### src/hdl/ble_pkg.sv
// Package: shared types, constants and the control-word table for the election node.
package ble_pkg;

  localparam int NODES     = 16;
  localparam int ID_W      = 4;
  localparam int MAX_SENDS = 16;
  localparam int CNT_W     = 5;
  localparam int DATA_W    = 16;
  localparam int CFG_IDX_W = 3;

  localparam logic [DATA_W-1:0] PING_PERIOD_RST = 16'd1000;
  localparam logic [DATA_W-1:0] TIMEOUT_RST     = 16'd3000;

  typedef enum logic [1:0] {
    MODE_TICK = 2'd0,
    MODE_MSG  = 2'd1,
    MODE_INIT = 2'd2
  } mode_t;

  typedef enum logic [2:0] {
    KIND_ANSWER   = 3'd0,
    KIND_ELECTION = 3'd1,
    KIND_PING     = 3'd2,
    KIND_PONG     = 3'd3,
    KIND_VICTORY  = 3'd4
  } kind_t;

  typedef enum logic [1:0] {
    ROLE_FOLLOWER = 2'd0,
    ROLE_ELECTING = 2'd1,
    ROLE_LEADER   = 2'd2
  } role_t;

  typedef enum logic [2:0] {
    CFG_NODE_ID      = 3'd0,
    CFG_NEIGHBOUR    = 3'd1,
    CFG_START_LEADER = 3'd2,
    CFG_START_ROLE   = 3'd3,
    CFG_PING_PERIOD  = 3'd4,
    CFG_TIMEOUT      = 3'd5
  } cfg_idx_t;

  // Input and result beats
  typedef struct packed {
    logic [1:0]      mode;
    logic [ID_W-1:0] msg_from;
    logic [2:0]      msg_kind;
  } in_item_t;

  typedef struct packed {
    logic            send_valid;
    logic [ID_W-1:0] send_to;
    logic [2:0]      send_kind;
    logic [1:0]      role_now;
    logic [ID_W-1:0] leader_now;
    logic            last_result;
  } out_item_t;

  // Microprogram
  typedef enum logic [2:0] {
    ST_DECIDE = 3'd0,
    ST_TVIC   = 3'd1,
    ST_TELEC  = 3'd2,
    ST_TVIC2  = 3'd3,
    ST_TPING  = 3'd4,
    ST_MANS   = 3'd5,
    ST_MPONG  = 3'd6,
    ST_FINISH = 3'd7
  } step_t;

  typedef enum logic [1:0] {
    OP_DECIDE = 2'd0,
    OP_SCAN   = 2'd1,
    OP_SINGLE = 2'd2,
    OP_FINISH = 2'd3
  } op_t;

  typedef enum logic [1:0] {
    TGT_ALL    = 2'd0,
    TGT_HIGHER = 2'd1,
    TGT_LEADER = 2'd2,
    TGT_FROM   = 2'd3
  } tgt_t;

  typedef enum logic [2:0] {
    COND_NONE  = 3'd0,
    COND_E_EXP = 3'd1,
    COND_P_EXP = 3'd2,
    COND_VICT2 = 3'd3,
    COND_PING  = 3'd4,
    COND_ANS   = 3'd5,
    COND_PONG  = 3'd6
  } cond_t;

  typedef struct packed {
    op_t   op;
    kind_t kind;
    tgt_t  tgt;
    cond_t cond;
    step_t nxt;
  } cword_t;

  // Flags latched by the decide step, tested by later steps
  typedef struct packed {
    logic e_exp;
    logic p_exp;
    logic vict2;
    logic ping;
    logic ans;
    logic pong;
  } flags_t;

  function automatic cword_t ucode(input step_t st);
    cword_t cw;
    unique case (st)
      ST_DECIDE: cw = '{OP_DECIDE, KIND_ANSWER,   TGT_ALL,    COND_NONE,  ST_FINISH};
      ST_TVIC:   cw = '{OP_SCAN,   KIND_VICTORY,  TGT_ALL,    COND_E_EXP, ST_TELEC};
      ST_TELEC:  cw = '{OP_SCAN,   KIND_ELECTION, TGT_HIGHER, COND_P_EXP, ST_TVIC2};
      ST_TVIC2:  cw = '{OP_SCAN,   KIND_VICTORY,  TGT_ALL,    COND_VICT2, ST_TPING};
      ST_TPING:  cw = '{OP_SINGLE, KIND_PING,     TGT_LEADER, COND_PING,  ST_FINISH};
      ST_MANS:   cw = '{OP_SINGLE, KIND_ANSWER,   TGT_FROM,   COND_ANS,   ST_MPONG};
      ST_MPONG:  cw = '{OP_SINGLE, KIND_PONG,     TGT_FROM,   COND_PONG,  ST_FINISH};
      ST_FINISH: cw = '{OP_FINISH, KIND_ANSWER,   TGT_ALL,    COND_NONE,  ST_FINISH};
      default:   cw = '{OP_FINISH, KIND_ANSWER,   TGT_ALL,    COND_NONE,  ST_FINISH};
    endcase
    return cw;
  endfunction

endpackage

### src/hdl/bully_leader_election_unit.sv
// Top level: one bully election node run by a microcoded sequencer.
//
//   channel | direction | handshake             | beat
//   in_     | input     | in_valid / in_ready   | in_item_t (mode, msg_from, msg_kind)
//   out_    | output    | out_valid / out_ready | out_item_t (one per message sent, or one empty closing beat)
//   cfg_    | input     | cfg_we                | cfg_index, cfg_wdata
//
// One item at a time: a decide step, then each broadcast step taken walks every
// node id (up to three scans on a tick), each single send takes its step, and a
// closing step ends the item; a skipped step is still visited. The id scan sets the rate.
// Reset (rst_n low at a clock edge) restores the idle node and register defaults.
// A stalled output holds the sequencer only when a send or the closing beat needs the slot.
module bully_leader_election_unit
  import ble_pkg::*;
(
  input  logic                 clk,
  input  logic                 rst_n,
  input  logic                 in_valid,
  output logic                 in_ready,
  input  in_item_t             in_data,
  output logic                 out_valid,
  input  logic                 out_ready,
  output out_item_t            out_data,
  input  logic                 cfg_we,
  input  logic [CFG_IDX_W-1:0] cfg_index,
  input  logic [DATA_W-1:0]    cfg_wdata
);

  // Configuration registers
  logic [ID_W-1:0]   node_id_r;
  logic [NODES-1:0]  mask_r;
  logic [ID_W-1:0]   start_leader_r;
  logic [1:0]        start_role_r;
  logic [DATA_W-1:0] ping_period_r;
  logic [DATA_W-1:0] timeout_r;

  // Node state
  role_t             role_r, role_nxt;
  logic [ID_W-1:0]   leader_r, leader_nxt;
  logic [DATA_W-1:0] period_r, period_nxt;
  logic [DATA_W-1:0] pwait_r, pwait_nxt;
  logic              parmed_r, parmed_nxt;
  logic [DATA_W-1:0] ewait_r, ewait_nxt;
  logic              earmed_r, earmed_nxt;

  // Sequencer
  logic              busy_r, busy_nxt;
  step_t             upc_r, upc_nxt;
  logic [ID_W-1:0]   idx_r, idx_nxt;
  logic [CNT_W-1:0]  cnt_r, cnt_nxt;
  in_item_t          item_r;
  flags_t            flags_r, flags_nxt;
  logic              hold_v_r, hold_v_nxt;
  logic [ID_W-1:0]   hold_to_r, hold_to_nxt;
  kind_t             hold_kind_r, hold_kind_nxt;
  logic              out_v_r, out_v_nxt;
  out_item_t         out_r, out_nxt;

  cword_t            cw;
  logic              cond_ok;
  logic              sel;
  logic              want_emit;
  logic              can_emit;
  logic              out_free;
  logic              higher;
  logic              ping_fire;
  logic [DATA_W-1:0] period_inc;
  logic [ID_W-1:0]   tgt_id;
  logic [NODES-1:0]  above;

  assign in_ready  = !busy_r;
  assign out_valid = out_v_r;
  assign out_data  = out_r;
  assign out_free  = !out_v_r || out_ready;

  // Take configuration writes
  always_ff @(posedge clk) begin
    if (!rst_n) begin
      node_id_r      <= '0;
      mask_r         <= '0;
      start_leader_r <= '0;
      start_role_r   <= '0;
      ping_period_r  <= PING_PERIOD_RST;
      timeout_r      <= TIMEOUT_RST;
    end else if (cfg_we) begin
      unique case (cfg_index)
        CFG_NODE_ID:      node_id_r      <= cfg_wdata[ID_W-1:0];
        CFG_NEIGHBOUR:    mask_r         <= cfg_wdata[NODES-1:0];
        CFG_START_LEADER: start_leader_r <= cfg_wdata[ID_W-1:0];
        CFG_START_ROLE:   start_role_r   <= cfg_wdata[1:0];
        CFG_PING_PERIOD:  ping_period_r  <= cfg_wdata;
        CFG_TIMEOUT:      timeout_r      <= cfg_wdata;
        default: ;
      endcase
    end
  end

  // Mark ids above our own that are connected
  always_comb begin
    for (int i = 0; i < NODES; i++) begin
      above[i] = mask_r[i] && (ID_W'(i) > node_id_r);
    end
    higher = |above;
  end

  // Decode the current control word
  always_comb begin
    cw = ucode(upc_r);
    unique case (cw.cond)
      COND_E_EXP: cond_ok = flags_r.e_exp;
      COND_P_EXP: cond_ok = flags_r.p_exp;
      COND_VICT2: cond_ok = flags_r.vict2;
      COND_PING:  cond_ok = flags_r.ping;
      COND_ANS:   cond_ok = flags_r.ans;
      COND_PONG:  cond_ok = flags_r.pong;
      default:    cond_ok = 1'b0;
    endcase
    unique case (cw.tgt)
      TGT_LEADER: tgt_id = leader_r;
      TGT_FROM:   tgt_id = item_r.msg_from;
      default:    tgt_id = idx_r;
    endcase
    sel = mask_r[idx_r] && (idx_r != node_id_r)
          && ((cw.tgt != TGT_HIGHER) || (idx_r > node_id_r));
    want_emit = busy_r && cond_ok && (cnt_r < CNT_W'(MAX_SENDS))
                && ((cw.op == OP_SINGLE) || ((cw.op == OP_SCAN) && sel));
    can_emit  = !hold_v_r || out_free;
  end

  // Sequence the steps and update node state
  always_comb begin
    role_nxt      = role_r;
    leader_nxt    = leader_r;
    period_nxt    = period_r;
    pwait_nxt     = pwait_r;
    parmed_nxt    = parmed_r;
    ewait_nxt     = ewait_r;
    earmed_nxt    = earmed_r;
    busy_nxt      = busy_r;
    upc_nxt       = upc_r;
    idx_nxt       = idx_r;
    cnt_nxt       = cnt_r;
    flags_nxt     = flags_r;
    hold_v_nxt    = hold_v_r;
    hold_to_nxt   = hold_to_r;
    hold_kind_nxt = hold_kind_r;
    out_v_nxt     = out_ready ? 1'b0 : out_v_r;
    out_nxt       = out_r;
    ping_fire     = 1'b0;
    period_inc    = period_r + DATA_W'(1);

    if (!busy_r) begin
      // Accept a new beat
      if (in_valid) begin
        busy_nxt = 1'b1;
        upc_nxt  = ST_DECIDE;
      end
    end else begin
      // Move a held send out when a new one takes its place
      if (want_emit && can_emit) begin
        if (hold_v_r) begin
          out_v_nxt = 1'b1;
          out_nxt   = '{1'b1, hold_to_r, hold_kind_r, role_r, leader_r, 1'b0};
        end
        hold_v_nxt    = 1'b1;
        hold_to_nxt   = tgt_id;
        hold_kind_nxt = cw.kind;
        cnt_nxt       = cnt_r + CNT_W'(1);
      end

      unique case (cw.op)
        OP_DECIDE: begin
          flags_nxt = '0;
          unique case (item_r.mode)
            MODE_TICK: begin
              // Election countdown
              if (earmed_r) begin
                if (ewait_r <= DATA_W'(1)) begin
                  earmed_nxt      = 1'b0;
                  ewait_nxt       = '0;
                  role_nxt        = ROLE_LEADER;
                  leader_nxt      = node_id_r;
                  flags_nxt.e_exp = 1'b1;
                end else begin
                  ewait_nxt = ewait_r - DATA_W'(1);
                end
              end
              // Ping countdown; expiry starts an election, or makes us leader when no higher node is connected
              if (parmed_r) begin
                if (pwait_r <= DATA_W'(1)) begin
                  parmed_nxt      = 1'b0;
                  pwait_nxt       = '0;
                  flags_nxt.p_exp = 1'b1;
                  if (higher) begin
                    role_nxt   = ROLE_ELECTING;
                    ewait_nxt  = timeout_r;
                    earmed_nxt = 1'b1;
                  end else begin
                    role_nxt        = ROLE_LEADER;
                    leader_nxt      = node_id_r;
                    earmed_nxt      = 1'b0;
                    ewait_nxt       = '0;
                    flags_nxt.vict2 = 1'b1;
                  end
                end else begin
                  pwait_nxt = pwait_r - DATA_W'(1);
                end
              end
              // Heartbeat period
              if (period_inc >= ping_period_r) begin
                period_nxt = '0;
                if (role_nxt == ROLE_FOLLOWER) begin
                  ping_fire  = 1'b1;
                  pwait_nxt  = timeout_r;
                  parmed_nxt = 1'b1;
                end
              end else begin
                period_nxt = period_inc;
              end
              flags_nxt.ping = ping_fire && (leader_nxt != node_id_r);
              upc_nxt        = ST_TVIC;
            end
            MODE_MSG: begin
              unique case (item_r.msg_kind)
                KIND_ANSWER: begin
                  if (role_r == ROLE_ELECTING) begin
                    earmed_nxt = 1'b0;
                    ewait_nxt  = '0;
                    role_nxt   = ROLE_FOLLOWER;
                  end
                end
                KIND_ELECTION: flags_nxt.ans  = 1'b1;
                KIND_PING:     flags_nxt.pong = 1'b1;
                KIND_PONG: begin
                  if (role_r == ROLE_FOLLOWER) begin
                    parmed_nxt = 1'b0;
                    pwait_nxt  = '0;
                  end
                end
                KIND_VICTORY: begin
                  earmed_nxt = 1'b0;
                  ewait_nxt  = '0;
                  role_nxt   = ROLE_FOLLOWER;
                  leader_nxt = item_r.msg_from;
                end
                default: ;
              endcase
              upc_nxt = ST_MANS;
            end
            MODE_INIT: begin
              role_nxt   = (start_role_r <= 2'd2) ? role_t'(start_role_r) : ROLE_FOLLOWER;
              leader_nxt = start_leader_r;
              period_nxt = '0;
              pwait_nxt  = '0;
              parmed_nxt = 1'b0;
              ewait_nxt  = '0;
              earmed_nxt = 1'b0;
              upc_nxt    = cw.nxt;
            end
            default: upc_nxt = cw.nxt;
          endcase
        end
        OP_SCAN: begin
          // Walk the ids one per cycle; stall only on a blocked send
          if (!cond_ok) begin
            upc_nxt = cw.nxt;
          end else if (!want_emit || can_emit) begin
            if (idx_r == ID_W'(NODES - 1)) begin
              idx_nxt = '0;
              upc_nxt = cw.nxt;
            end else begin
              idx_nxt = idx_r + ID_W'(1);
            end
          end
        end
        OP_SINGLE: begin
          if (!want_emit || can_emit) begin
            upc_nxt = cw.nxt;
          end
        end
        OP_FINISH: begin
          // Drain the held send, or an empty beat, as the last result
          if (out_free) begin
            out_v_nxt = 1'b1;
            if (hold_v_r) begin
              out_nxt = '{1'b1, hold_to_r, hold_kind_r, role_r, leader_r, 1'b1};
            end else begin
              out_nxt = '{1'b0, '0, 3'd0, role_r, leader_r, 1'b1};
            end
            hold_v_nxt = 1'b0;
            cnt_nxt    = '0;
            idx_nxt    = '0;
            busy_nxt   = 1'b0;
          end
        end
        default: ;
      endcase
    end
  end

  // Control and state registers
  always_ff @(posedge clk) begin
    if (!rst_n) begin
      role_r   <= ROLE_FOLLOWER;
      leader_r <= '0;
      period_r <= '0;
      pwait_r  <= '0;
      parmed_r <= 1'b0;
      ewait_r  <= '0;
      earmed_r <= 1'b0;
      busy_r   <= 1'b0;
      upc_r    <= ST_DECIDE;
      idx_r    <= '0;
      cnt_r    <= '0;
      flags_r  <= '0;
      hold_v_r <= 1'b0;
      out_v_r  <= 1'b0;
    end else begin
      role_r   <= role_nxt;
      leader_r <= leader_nxt;
      period_r <= period_nxt;
      pwait_r  <= pwait_nxt;
      parmed_r <= parmed_nxt;
      ewait_r  <= ewait_nxt;
      earmed_r <= earmed_nxt;
      busy_r   <= busy_nxt;
      upc_r    <= upc_nxt;
      idx_r    <= idx_nxt;
      cnt_r    <= cnt_nxt;
      flags_r  <= flags_nxt;
      hold_v_r <= hold_v_nxt;
      out_v_r  <= out_v_nxt;
    end
  end

  // Payload registers
  always_ff @(posedge clk) begin
    if (in_valid && !busy_r) begin
      item_r <= in_data;
    end
    hold_to_r   <= hold_to_nxt;
    hold_kind_r <= hold_kind_nxt;
    out_r       <= out_nxt;
  end

`ifndef SYNTHESIS
  // Send count never passes the cap
  a_cnt_cap: assert property (@(posedge clk) disable iff (!rst_n)
    cnt_r <= CNT_W'(MAX_SENDS))
    else $error("send count above cap");

  // Idle sequencer holds no pending send
  a_idle_clean: assert property (@(posedge clk) disable iff (!rst_n)
    !busy_r |-> (!hold_v_r && cnt_r == '0 && idx_r == '0))
    else $error("idle with pending send");

  // An empty result always closes its item
  a_empty_last: assert property (@(posedge clk) disable iff (!rst_n)
    (out_v_r && !out_r.send_valid) |-> out_r.last_result)
    else $error("empty result not last");

  // An accepted beat starts at the decide step
  a_start: assert property (@(posedge clk) disable iff (!rst_n)
    (in_valid && in_ready) |=> (busy_r && upc_r == ST_DECIDE))
    else $error("item did not start at decide");
`endif

endmodule
### config.mk
export PLATFORM = sky130hd
export DESIGN_NAME = bully_leader_election_unit
export DESIGN_NICKNAME = d
export VERILOG_FILES = /design/src/hdl/ble_pkg.sv /design/src/hdl/bully_leader_election_unit.sv
export SDC_FILE = /design/constraint.sdc
export NUM_CORES = 1
export LEC_CHECK = 0
export BUFFER_PORTS_ARGS = -buffer_cell sky130_fd_sc_hd__buf_2
export CORE_MARGIN = 4
export CORE_UTILIZATION = 25
export CTS_CLUSTER_DIAMETER = 80
export DETAILED_ROUTE_END_ITERATION = 8
export SYNTH_ARGS = -nofsm -noshare
export SYNTH_HDL_FRONTEND = slang
export SYNTH_SLANG_ARGS = --single-unit
### constraint.sdc
create_clock -name clk -period 4.4 [get_ports clk]
set_clock_uncertainty 0.15 [all_clocks]
set_input_delay 0.22 -clock clk [delete_from_list [all_inputs] [get_ports clk]]
set_output_delay 0.22 -clock clk [all_outputs]
set_load 0.01 [all_outputs]
After elaboration in Yosys (flattened, before gate mapping):

Memory sizes are Yosys's and may differ from the RTL's. A register that Yosys moved wholly into a read port is not among the register bits.
Index checks and enable logic that the tools add are counted.

* div/mod/pow operators: 0
* shift-type cells: 0
* equal/unequal tests: 39
* bitwise logic cells: 0
* mux-type cells: 108
* reduce and logical (&&, ||, !) cells: 59
* multiply operators: 0
* $add $sub $neg: 5
* $lt $le $gt $ge: 23

Operators with widths (number)
* $mux 16: 13
* $pmux 16 s3: 2
* $mux 15: 5
* $pmux 16 s2: 2
* $mux 4: 14
* $mux 1: 36
* $gt 4x4->1 const A: 8
* $le 16x1->1 const B: 2
* $sub 16x1->16 const B: 2
* $mux 2: 13
* $logic_and 1x1->1: 25
* $mux 3: 8
* $reduce_and 5->1: 4
* $eq 3x2->1 const B: 6
* $eq 3x3->1 const B: 6
* $add 16x1->16 const B: 1
* $ge 16x16->1: 1
* $gt 3x4->1 const A: 4
* $pmux 4 s2: 2
* $reduce_and 2->1: 8
* $reduce_or 16->1: 1
* $mux 5: 3
* $pmux 4 s3: 1
* $eq 2x2->1 const B: 5
* other kinds (35): 62

* input bits: 33
* bits in read-only memories: 104
* output and inout bits: 17
* flip-flop bits (word level): 166
* logic and storage cells: 271
* bits in latches: 0
* memories: 1
* bits in writable memories: 0

Memories
* (name not given): depth 8, bits a word 13, read ports 1, clocked after memory_dff 1, write ports 0, RTL line ble_pkg.sv:115 `unique case (st)`

Depth between registers and ports, before layout:

* depth in word-level cells: 17
* gate-level depth with buffers: 15
* gate-level depth less buffers: 14

Least setup slack after synthesis:

OpenSTA, ideal clock, no wires.

* path type: register -> register
* start: register period_r[0]
* end: register pwait_r[3]
* data required time: 4.128 ns
* path slack: 0.983 ns
* period minus slack after synthesis: 3.417 ns
* library setup time: 0.122 ns
* buffers on the path: 0
* arrival: 3.145 ns
* cell stages (with the launch flop): 13
* cell sequence: dfxtp_1 > ha_1 > nand2_1 > nor3_1 > and3_1 > and3_1 > xor2_1 > ha_1 > nand4_1 > o41ai_1 > o21ai_2 > a31o_2 > a221o_1

* cells in the longest elaborated chain, start to end: 4

RTL lines
* start: declaration: RTL line bully_leader_election_unit.sv:40 `logic [DATA_W-1:0] period_r, period_nxt;`
* start signal: assignment: RTL line bully_leader_election_unit.sv:321 `period_r <= period_nxt;`
* $add 16x1->16: RTL line bully_leader_election_unit.sv:150 `period_inc = period_r + DATA_W'(1);`
* $ge 16x16->1: RTL line bully_leader_election_unit.sv:210 `if (period_inc >= ping_period_r) begin`
* $mux 16: RTL line bully_leader_election_unit.sv:210
* $pmux 16 s3: RTL line bully_leader_election_unit.sv:174 `unique case (item_r.mode)`
* end signal: assignment: RTL line bully_leader_election_unit.sv:322 `pwait_r <= pwait_nxt;`
* end: declaration: RTL line bully_leader_election_unit.sv:41 `logic [DATA_W-1:0] pwait_r, pwait_nxt;`

No other way between the ends.
A chain may end at the register's enable or synchronous reset.

Worst setup path after layout:

* start: register period_r[0]
* end: register period_r[11]

* cells in the longest elaborated chain, start to end: 4

RTL lines (RTL line)
* $add 16x1->16 (*): bully_leader_election_unit.sv:150
* $ge 16x16->1: bully_leader_election_unit.sv:210
* $mux 16 (*): bully_leader_election_unit.sv:210
* $pmux 16 s2 (*): bully_leader_election_unit.sv:174

Every way passes the cells marked *; elsewhere a longest branch is shown, timed or not.

==> results_dict.tcl <==
set metrics [dict create \
    outcome "complete, no violations" \
    critPathLaunchType "flop" \
    io_pins 50 \
    grt_max_degree 64 \
    cp.required_ns 4.63 \
    port_buffers 49 \
    ctsRootBufferMaster "clkbuf_16" \
    grt_overflow 0 \
    fmax_mhz 262 \
    hp-class "in2reg" \
    rsz0062_at_grt "no" \
    wl_met3_um 937 \
    via_per_inst 4.93 \
    yosysSeqAreaShare_pct 42.6 \
    setup_tns_ns 0 \
    met1Wirelength_um 11000 \
    clkTransAtPathRegs_ns 0.07 \
    cts_tree "built" \
    place_area_mm2 0.00985 \
    place_hpwl_um 18000 \
    maxCapViolCount 0 \
    num_rows 69 \
    routed_wl_um 24300 \
    syn_nets 1118 \
    fin_crit_sh_pct 86.7 \
    syn_area_mm2 0.00910 \
    cts_inserted_buffers 17 \
    antenna_found_initial 0 \
    worst-path-max-fanout 6 \
    clock_sinks 178 \
    drc_errors 0 \
    slew_viol_final 0 \
    async_reset_ff_share_pct 0 \
    setup_violations 0 \
    setup_ws_ns 0.584 \
    h-tree-depth 4 \
    pre_cts_ws_ns 0.379 \
    drive_gt1_share_pct 12.5 \
    postSynthCellCount 1044 \
    crit_type "reg2reg" \
    synth-edff-count 31 \
    place_congestion 0.837 \
    crit_arrival_ns 4.05 \
    pwr_density_cell_mw_per_mm2 339 \
    synth_area_leaders "dfxtp_1 32%, edfxtp_1 10%, nand2_1 7.4%, ha_1 5.6%, a21oi_1 3.7%" \
    synth.most_common_cell "nand2_1" \
    peakVddDrop_uv 217 \
    end_kind "flop" \
    max-slew-margin-rel_pct 28.7 \
    core_area_mm2 0.0357 \
    leakagePower_uw 0.00411 \
    synth_ff_type "dfxtp_1" \
    diodes 0 \
    finalHoldViolCount 0 \
    clk_path_buf_depth 2 \
    synth_common_cells "179 x nand2_1, 147 x dfxtp_1, 81 x nor2_1" \
    ant_nets 0 \
    clock_latency_ns 0.43 \
    die_h_um 199 \
    period_needed_ns 3.82 \
    grt_pass1_vias 7357 \
    yosysTopAreaCell "dfxtp_1" \
    yosys_warnings 0 \
    grt_pass1_wl_um 39300 \
    synth_top_cell_area_share_pct 32.3 \
    tightestPinTransition_ns 1.07 \
    syn_to_final_growth_pct 18.0 \
    met2_length_um 12000 \
    yosysUniqueCellTypes 80 \
    avgRoutedWirePerCell_um 15.4 \
    dieArea_mm2 0.0395 \
    ys_ff_latch 178 \
    start_util_pct 25.5 \
    drt-pass1-iter-count 6 \
    grt_usage_pct 12.2 \
    drtIter0Drc 537 \
    final_nets 1178 \
    routed.top_layer "met4" \
    syn_area_per_cell_um2 8.72 \
    vias 7777 \
    fp.dieW_um 199 \
    final_area_mm2 0.0107 \
]
==> critical path, stage by stage (launching register included) <==
cell and delay (ns):
dfxtp_1 0.41, ha_1 0.25, nand2_1 0.08, nor3_1 0.41, and3_1 0.29, and3_1 0.19, xor2_1 0.09, ha_1 0.18
a21o_1 0.17, a21o_1 0.17, a21oi_1 0.19, o41ai_2 0.16, nor4_1 0.49, buf_4 0.23, a21boi_0 0.19, a31o_2 0.12
==> path summary, 6_finish.rpt <==
| check | to | from | slack [ns] | cells past startpoint |
|---|---|---|---|---|
| max reg2reg | period_r[11] | period_r[0] | 0.58 | 15 |
| max | period_r[11] | period_r[0] | 0.58 | 15 |
| min | out_valid | out_ready | 0.06 | 3 |
| min reg2reg | hold_kind_r[0] | cw[8] | 0.26 | 0 |
==> report_power, final <==
part | switching (uW) | internal [uW] | total (uW)
clock network | 658 | 944 | 1600
registers | 37.9 | 1700 | 1740
logic | 183 | 118 | 300
total | 879 | 2760 | 3640
==> routing by layer <==
layer | vias to the layer above | GRT usage, %
li1 | 3857 | -
met4 | 0 | 2.91
met1 | 3740 | 15.9
met5 | - | 0
met2 | 162 | 21.1
met3 | 18 | 1.98
==> layout by cell type (no fill, tap or decap), types with 12 or more instances in the layout <==
cell type,instances
xor2_1,15
o211ai_1,23
buf_4,18
nand3_1,50
nor4_1,13
or3_1,13
dlygate4sd3_1,26
a22oi_1,13
a21oi_1,67
nor3_1,16
inv_1,42
nand2_1,179
clkbuf_16,18
ha_1,41
o21ai_0,32
xnor2_1,12
a22o_1,15
nor2_1,81
mux2i_1,28
edfxtp_1,31
dfxtp_1,147
buf_2,49
==> cell type report <==
cell class	count	area [um2]
Multi-Input combinational cell	770	4860
Inverter	44	165
Clock buffer	20	468
Timing Repair Buffer	93	641
Clock inverter	12	154
Tap cell	461	577
Sequential cell	178	3870
Fill cell	3785	25000
==> cell families after synthesis <==
kind of cell / Yosys count / share of synthesized area [%]
flops: 178 / 42.6
buf+inv: 96 / 4.17
mux: 41 / 5.31
xor+xnor: 27 / 2.60
compound gates: 224 / 16.8
simple gates: 437 / 22.9
fa+ha+maj: 41 / 5.64
==> through the flow <==
stage               power [uW]  instances  hold WS, ns  util, %
finish                    3640       1578       0.0591     30.0
global placement          2050       1520        0.239     27.6
global route              3760       1578       0.0825     30.0
detailed placement        2050       1520        0.247     27.6
CTS                       3670       1578       0.0483     30.0
floorplan                 1940       1044        0.169        -
==> timing repair <==
item | 4_1_cts | 5_1_grt
hold buffers | 26 | 0
buffers inserted | 0 | 0
hold endpoints to repair | 58 | 0
gates resized for setup | 0 | 1
setup endpoints to repair | 0 | 1
==> flip-flops by register name (all words and copies together) (netlist names), 5 cells and up, named ones only <==
signal	cells
ping_period_r	16
mask_r	16
ewait_r	16
period_r	16
cw	12
cnt_r	5
timeout_r	16
flags_r	6
item_r	9
out_data	14
pwait_r	16
Note: power is estimated with default switching activity, not from simulation.
